[src/rtl/core/signed_restoring_divider_macros.svh]
// ----------------------------------------------------------------------------
// signed_restoring_divider_macros.svh
// Assertion macros shared by the divider RTL.
// ----------------------------------------------------------------------------
`ifndef SIGNED_RESTORING_DIVIDER_MACROS_SVH
`define SIGNED_RESTORING_DIVIDER_MACROS_SVH

// same-cycle implication, clocked on clk_i, off during reset
`define SRD_ASSERT_IMP(label, ante, cons, msg) \
  label: assert property (@(posedge clk_i) disable iff (!rst_ni) (ante) |-> (cons)) \
    else $error(msg);

// next-cycle implication
`define SRD_ASSERT_NXT(label, ante, cons, msg) \
  label: assert property (@(posedge clk_i) disable iff (!rst_ni) (ante) |=> (cons)) \
    else $error(msg);

`endif

[src/rtl/core/srd_pkg.sv]
// ----------------------------------------------------------------------------
// srd_pkg
// Shared constants and types of the signed restoring divider.
// ----------------------------------------------------------------------------
package srd_pkg;

  localparam int DefaultWidth = 16;

  // sign and exception flags that ride along with each transaction
  typedef struct packed {
    logic neg_q;
    logic neg_r;
    logic dbz;
  } flags_t;

endpackage

[src/rtl/core/srd_cell.sv]
// ----------------------------------------------------------------------------
// srd_cell
// One restoring division step with its own elastic pipeline register.
// ----------------------------------------------------------------------------
`include "signed_restoring_divider_macros.svh"

module srd_cell #(
  parameter int Width = srd_pkg::DefaultWidth
) (
  input  logic               clk_i,
  input  logic               rst_ni,
  input  logic               in_valid_i,
  output logic               in_stall_o,
  input  logic [Width-1:0]   rem_i,
  input  logic [Width-1:0]   aq_i,
  input  logic [Width-1:0]   bm_i,
  input  srd_pkg::flags_t    flags_i,
  output logic               out_valid_o,
  input  logic               out_stall_i,
  output logic [Width-1:0]   rem_o,
  output logic [Width-1:0]   aq_o,
  output logic [Width-1:0]   bm_o,
  output srd_pkg::flags_t    flags_o
);

  logic               valid_q;
  logic [Width-1:0]   rem_q, rem_d;
  logic [Width-1:0]   aq_q, aq_d;
  logic [Width-1:0]   bm_q;
  srd_pkg::flags_t    flags_q;
  logic [Width-1:0]   shifted;
  logic [Width:0]     diff;
  logic               ge;
  logic               load;

  // shift in next dividend bit, trial subtract
  assign shifted = {rem_i[Width-2:0], aq_i[Width-1]};
  assign diff    = {1'b0, shifted} - {1'b0, bm_i};
  assign ge      = ~diff[Width];
  assign rem_d   = ge ? diff[Width-1:0] : shifted;
  assign aq_d    = {aq_i[Width-2:0], ge};

  assign in_stall_o = valid_q & out_stall_i;
  assign load       = in_valid_i & ~in_stall_o;

  always_ff @(posedge clk_i or negedge rst_ni) begin
    if (!rst_ni) begin
      valid_q <= 1'b0;
    end else if (!in_stall_o) begin
      valid_q <= in_valid_i;
    end
  end

  always_ff @(posedge clk_i) begin
    if (load) begin
      rem_q   <= rem_d;
      aq_q    <= aq_d;
      bm_q    <= bm_i;
      flags_q <= flags_i;
    end
  end

  assign out_valid_o = valid_q;
  assign rem_o       = rem_q;
  assign aq_o        = aq_q;
  assign bm_o        = bm_q;
  assign flags_o     = flags_q;

  `SRD_ASSERT_IMP(a_rem_below_divisor, valid_q && !flags_q.dbz, rem_q < bm_q,
                  "partial remainder not below divisor")
  `SRD_ASSERT_NXT(a_hold_when_stalled, valid_q && out_stall_i, valid_q && $stable(aq_q),
                  "cell lost or changed a stalled transaction")

endmodule

[src/rtl/core/signed_restoring_divider.sv]
// ----------------------------------------------------------------------------
// signed_restoring_divider
// Pipelined signed restoring divider, truncating toward zero.
// ----------------------------------------------------------------------------
// Accepts one transaction per cycle while in_stall_o is low and passes each
// through one operand register that forms the magnitudes, a chain of WIDTH
// cells that each resolve one quotient bit, and one output register that
// applies the signs. Every stage is elastic, so a stall only holds the stages
// that are full. A zero divisor gives divide_by_zero with zero quotient and
// remainder; most negative over minus one wraps to the most negative value.
// ----------------------------------------------------------------------------
`include "signed_restoring_divider_macros.svh"

module signed_restoring_divider #(
  parameter int WIDTH = srd_pkg::DefaultWidth
) (
  input  logic                    clk_i,
  input  logic                    rst_ni,
  input  logic                    in_valid_i,
  output logic                    in_stall_o,
  input  logic signed [WIDTH-1:0] dividend_i,
  input  logic signed [WIDTH-1:0] divisor_i,
  output logic                    out_valid_o,
  input  logic                    out_stall_i,
  output logic signed [WIDTH-1:0] quotient_o,
  output logic signed [WIDTH-1:0] remainder_o,
  output logic                    divide_by_zero_o
);

  // operand stage
  logic               op_valid_q;
  logic               op_stall;
  logic [WIDTH-1:0]   am_q, bm_q;
  srd_pkg::flags_t    op_flags_q, op_flags_d;

  // cell chain, index 0 is the operand stage
  logic               c_valid [0:WIDTH];
  logic               c_stall [0:WIDTH];
  logic [WIDTH-1:0]   c_rem   [0:WIDTH];
  logic [WIDTH-1:0]   c_aq    [0:WIDTH];
  logic [WIDTH-1:0]   c_bm    [0:WIDTH];
  srd_pkg::flags_t    c_flags [0:WIDTH];

  // output stage
  logic               out_valid_q;
  logic               out_stall;
  logic [WIDTH-1:0]   quot_q, quot_d;
  logic [WIDTH-1:0]   rem_q, rem_d;
  logic               dbz_q;
  logic               neg_r_q;

  assign op_flags_d.neg_q = dividend_i[WIDTH-1] ^ divisor_i[WIDTH-1];
  assign op_flags_d.neg_r = dividend_i[WIDTH-1];
  assign op_flags_d.dbz   = (divisor_i == '0);

  assign op_stall   = op_valid_q & c_stall[0];
  assign in_stall_o = op_stall;

  always_ff @(posedge clk_i or negedge rst_ni) begin
    if (!rst_ni) begin
      op_valid_q <= 1'b0;
    end else if (!op_stall) begin
      op_valid_q <= in_valid_i;
    end
  end

  always_ff @(posedge clk_i) begin
    if (in_valid_i && !op_stall) begin
      am_q       <= dividend_i[WIDTH-1] ? (WIDTH'(0) - WIDTH'(dividend_i)) : WIDTH'(dividend_i);
      bm_q       <= divisor_i[WIDTH-1]  ? (WIDTH'(0) - WIDTH'(divisor_i))  : WIDTH'(divisor_i);
      op_flags_q <= op_flags_d;
    end
  end

  assign c_valid[0] = op_valid_q;
  assign c_rem[0]   = '0;
  assign c_aq[0]    = am_q;
  assign c_bm[0]    = bm_q;
  assign c_flags[0] = op_flags_q;

  for (genvar i = 0; i < WIDTH; i++) begin : g_cell
    srd_cell #(
      .Width (WIDTH)
    ) u_cell (
      .clk_i       (clk_i),
      .rst_ni      (rst_ni),
      .in_valid_i  (c_valid[i]),
      .in_stall_o  (c_stall[i]),
      .rem_i       (c_rem[i]),
      .aq_i        (c_aq[i]),
      .bm_i        (c_bm[i]),
      .flags_i     (c_flags[i]),
      .out_valid_o (c_valid[i+1]),
      .out_stall_i (c_stall[i+1]),
      .rem_o       (c_rem[i+1]),
      .aq_o        (c_aq[i+1]),
      .bm_o        (c_bm[i+1]),
      .flags_o     (c_flags[i+1])
    );
  end

  // sign correction into the output register
  assign out_stall      = out_valid_q & out_stall_i;
  assign c_stall[WIDTH] = out_stall;

  always_comb begin
    quot_d = c_flags[WIDTH].neg_q ? (WIDTH'(0) - c_aq[WIDTH]) : c_aq[WIDTH];
    rem_d  = c_flags[WIDTH].neg_r ? (WIDTH'(0) - c_rem[WIDTH]) : c_rem[WIDTH];
    if (c_flags[WIDTH].dbz) begin
      quot_d = '0;
      rem_d  = '0;
    end
  end

  always_ff @(posedge clk_i or negedge rst_ni) begin
    if (!rst_ni) begin
      out_valid_q <= 1'b0;
    end else if (!out_stall) begin
      out_valid_q <= c_valid[WIDTH];
    end
  end

  always_ff @(posedge clk_i) begin
    if (c_valid[WIDTH] && !out_stall) begin
      quot_q  <= quot_d;
      rem_q   <= rem_d;
      dbz_q   <= c_flags[WIDTH].dbz;
      neg_r_q <= c_flags[WIDTH].neg_r;
    end
  end

  assign out_valid_o      = out_valid_q;
  assign quotient_o       = quot_q;
  assign remainder_o      = rem_q;
  assign divide_by_zero_o = dbz_q;

  `SRD_ASSERT_IMP(a_dbz_zero, out_valid_q && dbz_q, quot_q == '0 && rem_q == '0,
                  "divide by zero result not zero")
  `SRD_ASSERT_IMP(a_rem_sign, out_valid_q && !dbz_q && !neg_r_q, !rem_q[WIDTH-1],
                  "remainder sign differs from dividend")
  `SRD_ASSERT_IMP(a_stall_full, in_stall_o, out_valid_q && out_stall_i,
                  "input stalled while output side is free")

endmodule

[config.mk]
export PLATFORM = sky130hd
export DESIGN_NAME = signed_restoring_divider
export DESIGN_NICKNAME = d
export VERILOG_FILES = /design/src/rtl/core/srd_pkg.sv /design/src/rtl/core/srd_cell.sv /design/src/rtl/core/signed_restoring_divider.sv
export VERILOG_INCLUDE_DIRS = /design/src /design/src/rtl/core
export SDC_FILE = /design/constraint.sdc
export NUM_CORES = 1
export LEC_CHECK = 0
export BUFFER_PORTS_ARGS = -buffer_cell sky130_fd_sc_hd__buf_2
export CORE_MARGIN = 3
export CORE_UTILIZATION = 50
export CTS_CLUSTER_SIZE = 10
export DETAILED_ROUTE_END_ITERATION = 10
export GPL_TIMING_DRIVEN = 0
export PLACE_DENSITY_LB_ADDON = 0.2
export SLEW_MARGIN = 20
export SYNTH_ARGS = -nofsm -noshare
export SYNTH_HDL_FRONTEND = slang
export SYNTH_SLANG_ARGS = --single-unit
[constraint.sdc]
create_clock -name clk_i -period 7 [get_ports clk_i]
set_clock_uncertainty 0.05 [all_clocks]
set_input_delay 0.35 -clock clk_i [delete_from_list [all_inputs] [get_ports clk_i]]
set_output_delay 0.35 -clock clk_i [all_outputs]
set_load 0.005 [all_outputs]
# After elaboration in Yosys (flattened, before gate mapping)
# Index checks and enable logic that the tools add are counted.
[word_totals] ff_bits=871 latchBits=0 ramBits=0 rom_bits=0 input_bits=36 out_inout_bits=35 elab_cells=236 mem_count=0
[op_classes] addsub=20 multipliers=0 div_mod_pow=0 magnitude_cmp=0 eq_ne=0 shifts=0 n_mux=20 bitwise_logic=67 n_reduce_logical=5
[ops] cell="16-bit by 16-bit subtractor with 17-bit output" count=15
[ops] cell="15-bit 2-to-1 mux" count=16
[ops] cell="1-bit by 16-bit subtractor with 16-bit output, first input constant" count=4
[ops] cell="16-bit 2-to-1 mux" count=3
[ops] cell="1-bit AND" count=34
[ops] cell="1-bit NOT" count=32
[ops] cell="1-bit by 16-bit subtractor with 17-bit output" count=1
[ops] cell="16-bit logical NOT" count=1
[ops] cell="1-bit logical AND" count=2
[ops] cell="1-bit logical NOT" count=2
[ops] cell="1-bit 2-to-1 mux" count=1
[ops] cell="1-bit bitwise XOR" count=1

# Logic depth before layout (Yosys ltp)
[logic_depth] word_depth=20 mapped_depth=11 depth_no_buf=10

# By module
# From an unflattened synthesis, not the netlist that was laid out.
[hier_totals] hier_cells=3632 area_unflattened_um2=46897.5
[modules_own_cells] mod="srd_cell at g_cell[3].u_cell ..." n_inst=7 cells_each=226 area_each_um2=2775.2 seq_area_each_um2=1556.5
[modules_own_cells] mod="srd_cell at g_cell[12].u_cell ..." n_inst=6 cells_each=195 area_each_um2=2650.0 seq_area_each_um2=1556.5
[modules_own_cells] mod="srd_cell at g_cell[0].u_cell ..." n_inst=3 cells_each=194 area_each_um2=2655.0 seq_area_each_um2=1556.5
[modules_own_cells] mod="signed_restoring_divider" n_inst=1 cells_each=298 area_each_um2=3606.0 seq_area_each_um2=2092.0

# Least setup slack after synthesis
# No wires, ideal clock.
[synth_path] path_kind="register to register" from="register out_valid_q, in the netlist out_valid_o" to="register g_cell[4].u_cell.aq_q[0], enable pin" setup_time_ps=534 arrival_ps=4590 required_time_ps=6416 slack_ps=1826 stages_incl_launch_ff=5 path_buffers=0 period_less_slack_ps=5174 cell_sequence="dfrtp_1 and4_1 nand4_1 nor4_1 a21boi_0"
[synth_via] elab_chain_cells=15
[synth_rtl] element="start, declared" line_no="signed_restoring_divider.sv:45" text="logic out_valid_q;"
[synth_rtl] element="start signal, assigned" line_no="signed_restoring_divider.sv:119" text="out_valid_q <= c_valid[WIDTH];"
[synth_rtl] element="1-bit AND" line_no="signed_restoring_divider.sv:103" text="assign out_stall = out_valid_q & out_stall_i;"
[synth_rtl] element="1-bit AND (12 in a row)" line_no="srd_cell.sv:43" text="assign in_stall_o = valid_q & out_stall_i;"
[synth_rtl] element="1-bit NOT" line_no="srd_cell.sv:44" text="assign load = in_valid_i & ~in_stall_o;"
[synth_rtl] element="1-bit AND" line_no="srd_cell.sv:44"
[synth_rtl] element="net g_cell[4].u_cell.load" line_no="srd_cell.sv:34" text="logic load;"
[synth_rtl] element="end signal, assigned" line_no="srd_cell.sv:57" text="aq_q <= aq_d;"
[synth_rtl] element="end, declared" line_no="srd_cell.sv:28" text="logic [Width-1:0] aq_q, aq_d;"
# The timed path passes the listed nets, and every way through them passes these cells.
# A chain may end at the register's enable or synchronous reset.

# Worst setup path after layout
[layout_path] from="register g_cell[4].u_cell.aq_q[15]" to="register g_cell[5].u_cell.rem_q[8] (data pin)"
[layout_via] elab_chain_cells=2
[layout_rtl] element="16-bit by 16-bit subtractor with 17-bit output" line_no="srd_cell.sv:38" text="assign diff = {1'b0, shifted} - {1'b0, bm_i};"
[layout_rtl] element="15-bit 2-to-1 mux" line_no="srd_cell.sv:40" text="assign rem_d = ge ? diff[Width-1:0] : shifted;"
[layout_rtl] element="net g_cell[5].u_cell.rem_d[8]" line_no="srd_cell.sv:27" text="logic [Width-1:0] rem_q, rem_d;"
[layout_rtl] element="end signal, assigned" line_no="srd_cell.sv:56" text="rem_q <= rem_d;"
[layout_rtl] element="end, declared" line_no="srd_cell.sv:27"
# The timed path passes the listed nets, and every way through them passes these cells.

==> PnR_summary.wiki <==
{| class="wikitable"
! Metric !! Value
|-
| Post-route DRC violation count || 0
|-
| NetSw || 5.43 mW
|-
| Root Driver || sky130_fd_sc_hd__clkbuf_16
|-
| Effective utilization at floorplan || 0.507
|-
| Post-synthesis sequential area ratio || 0.611
|-
| Crit Path Max Fanout || 10
|-
| Part of the total power dissipated in combinational logic || 0.306
|-
| Worst r2r path cells || 10
|-
| Startpoint class of the critical path || flip-flop
|-
| Filler cell count in the final layout || between 6000 and 7000
|-
| Worst EP arrival || ~4.1 ns
|-
| Reg clk slew, reported paths || 0.06 ns
|-
| Post-synth design cell area || 42700 um^2
|-
| WS Path Type || reg2reg
|-
| Total via count in the routed design || 25800
|-
| Global-route total usage across every layer || 0.184
|-
| Number of clock sinks || 871
|-
| Die height || 298 um
|-
| Drt wl/cell || about 18 um
|-
| Hold path depth || 3
|-
| Clock H-tree levels || 3
|-
| Proportion of total power due to net switching || 0.308
|-
| Number of routed nets with antenna violations || 0
|-
| Final Slew Violations || 0
|-
| Hold Worst Slack || 0.0856 ns
|-
| Met3 Track Usage GR || 0.0240
|-
| Final count of hold timing violations || 0
|-
| Max-cap check violation count || 0
|-
| Number of global-route vias before repair || 26500
|-
| Worst ir drop on vdd || approximately 0.25 mV
|-
| M1 GR Usage || 0.222
|-
| Nature of the critical path endpoint || flip-flop
|-
| Proportion of register bits with asynchronous set or reset after synthesis || 0.0207
|-
| Buffers from clock root to sink, at most || 3
|-
| Most common flop cell mapped by yosys || sky130_fd_sc_hd__edfxtp_1
|-
| Area inside the core boundary || 84100 um^2
|-
| DRT Pass-1 Iters || 5
|-
| FF+latch count, synth || 871
|-
| Die extent in x || 298 um
|-
| Areal power density over the cells || roughly 370 nW/um^2
|-
| Share of layout cells above drive strength 1 || 0.128
|-
| Synthesized instance count || between 3000 and 4000
|-
| Static leakage || 18.9 nW
|-
| Total design power || 17.6 mW
|-
| Routability-driven placement congestion ratio || 0.927
|-
| # IOs || 71
|-
| Avg Vias per Cell || 5.54
|-
| Gr busiest metal || met2
|-
| Floorplan die area || approximately 89000 um^2
|-
| Antenna violations before repair || 0
|-
| CTS tree || yes
|-
| List of cells traversed by the critical path || inv_1 -> ha_1 -> fa_1 -> nor2b_1 -> o31a_1 -> o21ai_0 -> a21oi_1 -> a31oi_2 -> buf_2 -> mux2_2
|-
| Final clock period utilization by the worst path || 0.536
|-
| Slew @ Worst Pin || 0.939 ns
|-
| Global-route wire length before repair || 134 mm
|-
| Part of the total power dissipated in sequential elements || 0.429
|-
| Net count reported at finish || around 3800
|-
| Row cnt || 106
|-
| ANT cells || 0
|-
| Area delta synth->final || 13.2%
|-
| Distinct cells, synth || 74
|-
| Most common cell after layout, fill and taps aside || sky130_fd_sc_hd__edfxtp_1
|-
| Total grt overflow || 0
|-
| Number of enable flip-flop cells after synthesis || 853
|-
| Slowest cell on the critical path || sky130_fd_sc_hd__a31oi_2
|-
| Result of the run || completed
|-
| Setup repair after global routing missed its margin || no
|-
| Cell type contributing the most total cell area after synthesis || sky130_fd_sc_hd__edfxtp_1
|-
| Clk_lat worst skew || between 0.6 and 0.7 ns
|-
| Area contributors post-synth || sky130_fd_sc_hd__edfxtp_1 60%, sky130_fd_sc_hd__ha_1 7.2%, sky130_fd_sc_hd__mux2_2 4.4%
|-
| Total wire length after detailed routing || between 80 and 90 mm
|-
| Commonest cells after routing, fill and taps aside || 853 x sky130_fd_sc_hd__edfxtp_1, 321 x sky130_fd_sc_hd__inv_1, 246 x sky130_fd_sc_hd__ha_1
|-
| Fraction of synthesized cell area taken by the top area cell type || 0.600
|-
| Pin count of the biggest net entering global routing || between 50 and 60
|-
| Hold Path Class || in2reg
|-
| Required time worst endpoint || 7.34 ns
|-
| First DRT Iteration DRCs || 1496
|-
| Setup-violating endpoint count in the final report || 0
|-
| Number of buffer cells added on primary ports || 69
|-
| Total CTS buffers || 101
|-
| Setup slack, reg-to-reg || approximately 3.2 ns
|-
| Worst stage delay on the critical path || 0.55 ns
|-
| Slew HR || 0.371
|-
| Maximum clock rate || 267 MHz
|-
| Detailed Place HPWL || 60.9 mm
|-
| Internal power consumption || 12.2 mW
|-
| Met2 Resource Use GR || 0.339
|-
| Power share of the clock group || 0.265
|-
| Number of warning messages in the yosys log || 0
|-
| Mean Syn Cell Area || roughly 13 um^2
|-
| Period minus WS final || ~3.8 ns
|}
==> Yosys cell counts, types with 8 or more instances <==
cell type                   instances
sky130_fd_sc_hd__a211oi_1          29
sky130_fd_sc_hd__or3_1             12
sky130_fd_sc_hd__o21ai_0          138
sky130_fd_sc_hd__nor3b_1           15
sky130_fd_sc_hd__mux2_2           168
sky130_fd_sc_hd__dfrtp_1           18
sky130_fd_sc_hd__o2111ai_1          9
sky130_fd_sc_hd__a21o_1            48
sky130_fd_sc_hd__and2_1            16
sky130_fd_sc_hd__o211a_1           14
sky130_fd_sc_hd__a31o_2             8
sky130_fd_sc_hd__buf_2             18
sky130_fd_sc_hd__nand2b_1          56
sky130_fd_sc_hd__fa_1              15
sky130_fd_sc_hd__nor4_1            16
sky130_fd_sc_hd__a21oi_1          175
sky130_fd_sc_hd__mux2i_1           47
sky130_fd_sc_hd__clkbuf_1          23
sky130_fd_sc_hd__nand3_1           58
sky130_fd_sc_hd__nand4_1           17
sky130_fd_sc_hd__nor3_1            54
sky130_fd_sc_hd__xnor2_1           88
sky130_fd_sc_hd__nor2_1           179
sky130_fd_sc_hd__nor2b_1           47
sky130_fd_sc_hd__nand2_1          109
sky130_fd_sc_hd__or2_2             14
sky130_fd_sc_hd__edfxtp_1         853
sky130_fd_sc_hd__o211ai_1          25
sky130_fd_sc_hd__o31ai_1           32
sky130_fd_sc_hd__o311ai_0           8
sky130_fd_sc_hd__ha_1             246
sky130_fd_sc_hd__o21a_1            83
sky130_fd_sc_hd__inv_1            321
sky130_fd_sc_hd__a31oi_1           22
sky130_fd_sc_hd__and3_1            14
sky130_fd_sc_hd__xor2_1            84
sky130_fd_sc_hd__a2111o_1          14
sky130_fd_sc_hd__o31a_1            31
==> metrics by stage <==
| step | instance area [um^2] | worst slack, ns | cells | util | setup TNS (ns) |
|---|---|---|---|---|---|
| after floorplan | 42700 | 1.83 | 3234 | - | 0 |
| after global placement | 44500 | -0.314 | 4437 | 0.529 | -15.06 |
| after detailed placement | 45000 | 3.21 | 4457 | 0.536 | 0 |
| after CTS | 48300 | 3.18 | 4649 | 0.574 | 0 |
| after global routing | 48300 | 2.96 | 4649 | 0.575 | 0 |
| final | 48300 | 3.25 | 4649 | 0.575 | 0 |
==> worst paths after layout <==
check	end	startpoint
max	g_cell[5].u_cell.rem_o[8]	g_cell[4].u_cell.aq_o[15]
max reg2reg	g_cell[5].u_cell.rem_o[8]	g_cell[4].u_cell.aq_o[15]
max in group asynchronous	out_valid_o	rst_ni
min in group asynchronous	g_cell[10].u_cell.out_valid_o	rst_ni
min reg2reg	g_cell[9].u_cell.aq_o[14]	g_cell[8].u_cell.aq_o[13]
min	bm_q[1]	divisor_i[1]
==> routing by layer <==
layer,wire length [um],up-vias
met1,33800,12500
li1,-,12600
met5,0,-
met3,2700,180
met4,2380,0
met2,43100,564
==> power by group through the flow <==
| stage | clock network, mW | logic (mW) | registers [mW] |
|---|---|---|---|
| global route | 5.02 | 6.04 | 7.67 |
| floorplan | 0 | 4.12 | 7.49 |
| finish | 4.67 | 5.41 | 7.57 |
| detailed placement | 0 | 5.35 | 7.69 |
| global placement | 0 | 5.08 | 7.72 |
| CTS | 4.80 | 5.41 | 7.59 |
==> cell families after synthesis <==
logic type               count (synthesis)  share of synthesized area
flip-flops                             871                      0.611
AO/OA/AOI/OAI                          705                      0.111
AND/OR/NAND/NOR                        634                     0.0749
buffers and inverters                  369                     0.0333
adder cells (fa/ha/maj)                261                     0.0792
multiplexers                           215                     0.0554
XOR/XNOR                               172                     0.0353
other                                    1                  0.0000879
==> worst max-delay path: cells and delay by family, from the launching register on <==
kind | cells | cell delay, ns
flops | 1 | 0.46
simple gates | 1 | 0.07
compound gates | 4 | 1.45
mux | 1 | 0.39
fa+ha+maj | 2 | 0.53
buf+inv | 2 | 0.52
==> sequential cells by signal, indices dropped and copies added (netlist names) <==
register	flops
out_valid_o	1
g_cell.u_cell.flags_o	48
op_valid_q	1
g_cell.u_cell.rem_o	241
quotient_o	16
divide_by_zero_o	1
g_cell.u_cell.bm_o	240
am_q	16
c_flags	3
g_cell.u_cell.out_valid_o	16
g_cell.u_cell.aq_o	256
remainder_o	16
bm_q	16
==> final cells by class <==
| type | instances | area, um^2 | share of cell area |
|---|---|---|---|
| flip-flops and latches | 871 | 26100 | 0.540 |
| multi-input cells | 1994 | 15300 | 0.317 |
| clock buffers | 136 | 2670 | 0.0552 |
| well taps | 1134 | 1420 | 0.0294 |
| inverters | 321 | 1200 | 0.0249 |
| repair buffers | 123 | 1150 | 0.0238 |
| clock inverters | 22 | 253 | 0.00523 |
| plain buffers | 48 | 218 | 0.00451 |
==> timing repair <==
item / CTS / global route
setup buffers: 0 / 0
resized for setup: 0 / 0
hold buffers: 34 / 0
hold endpoints to repair: 52 / 0
No activity file was read; power rests on OpenSTA's default activity.
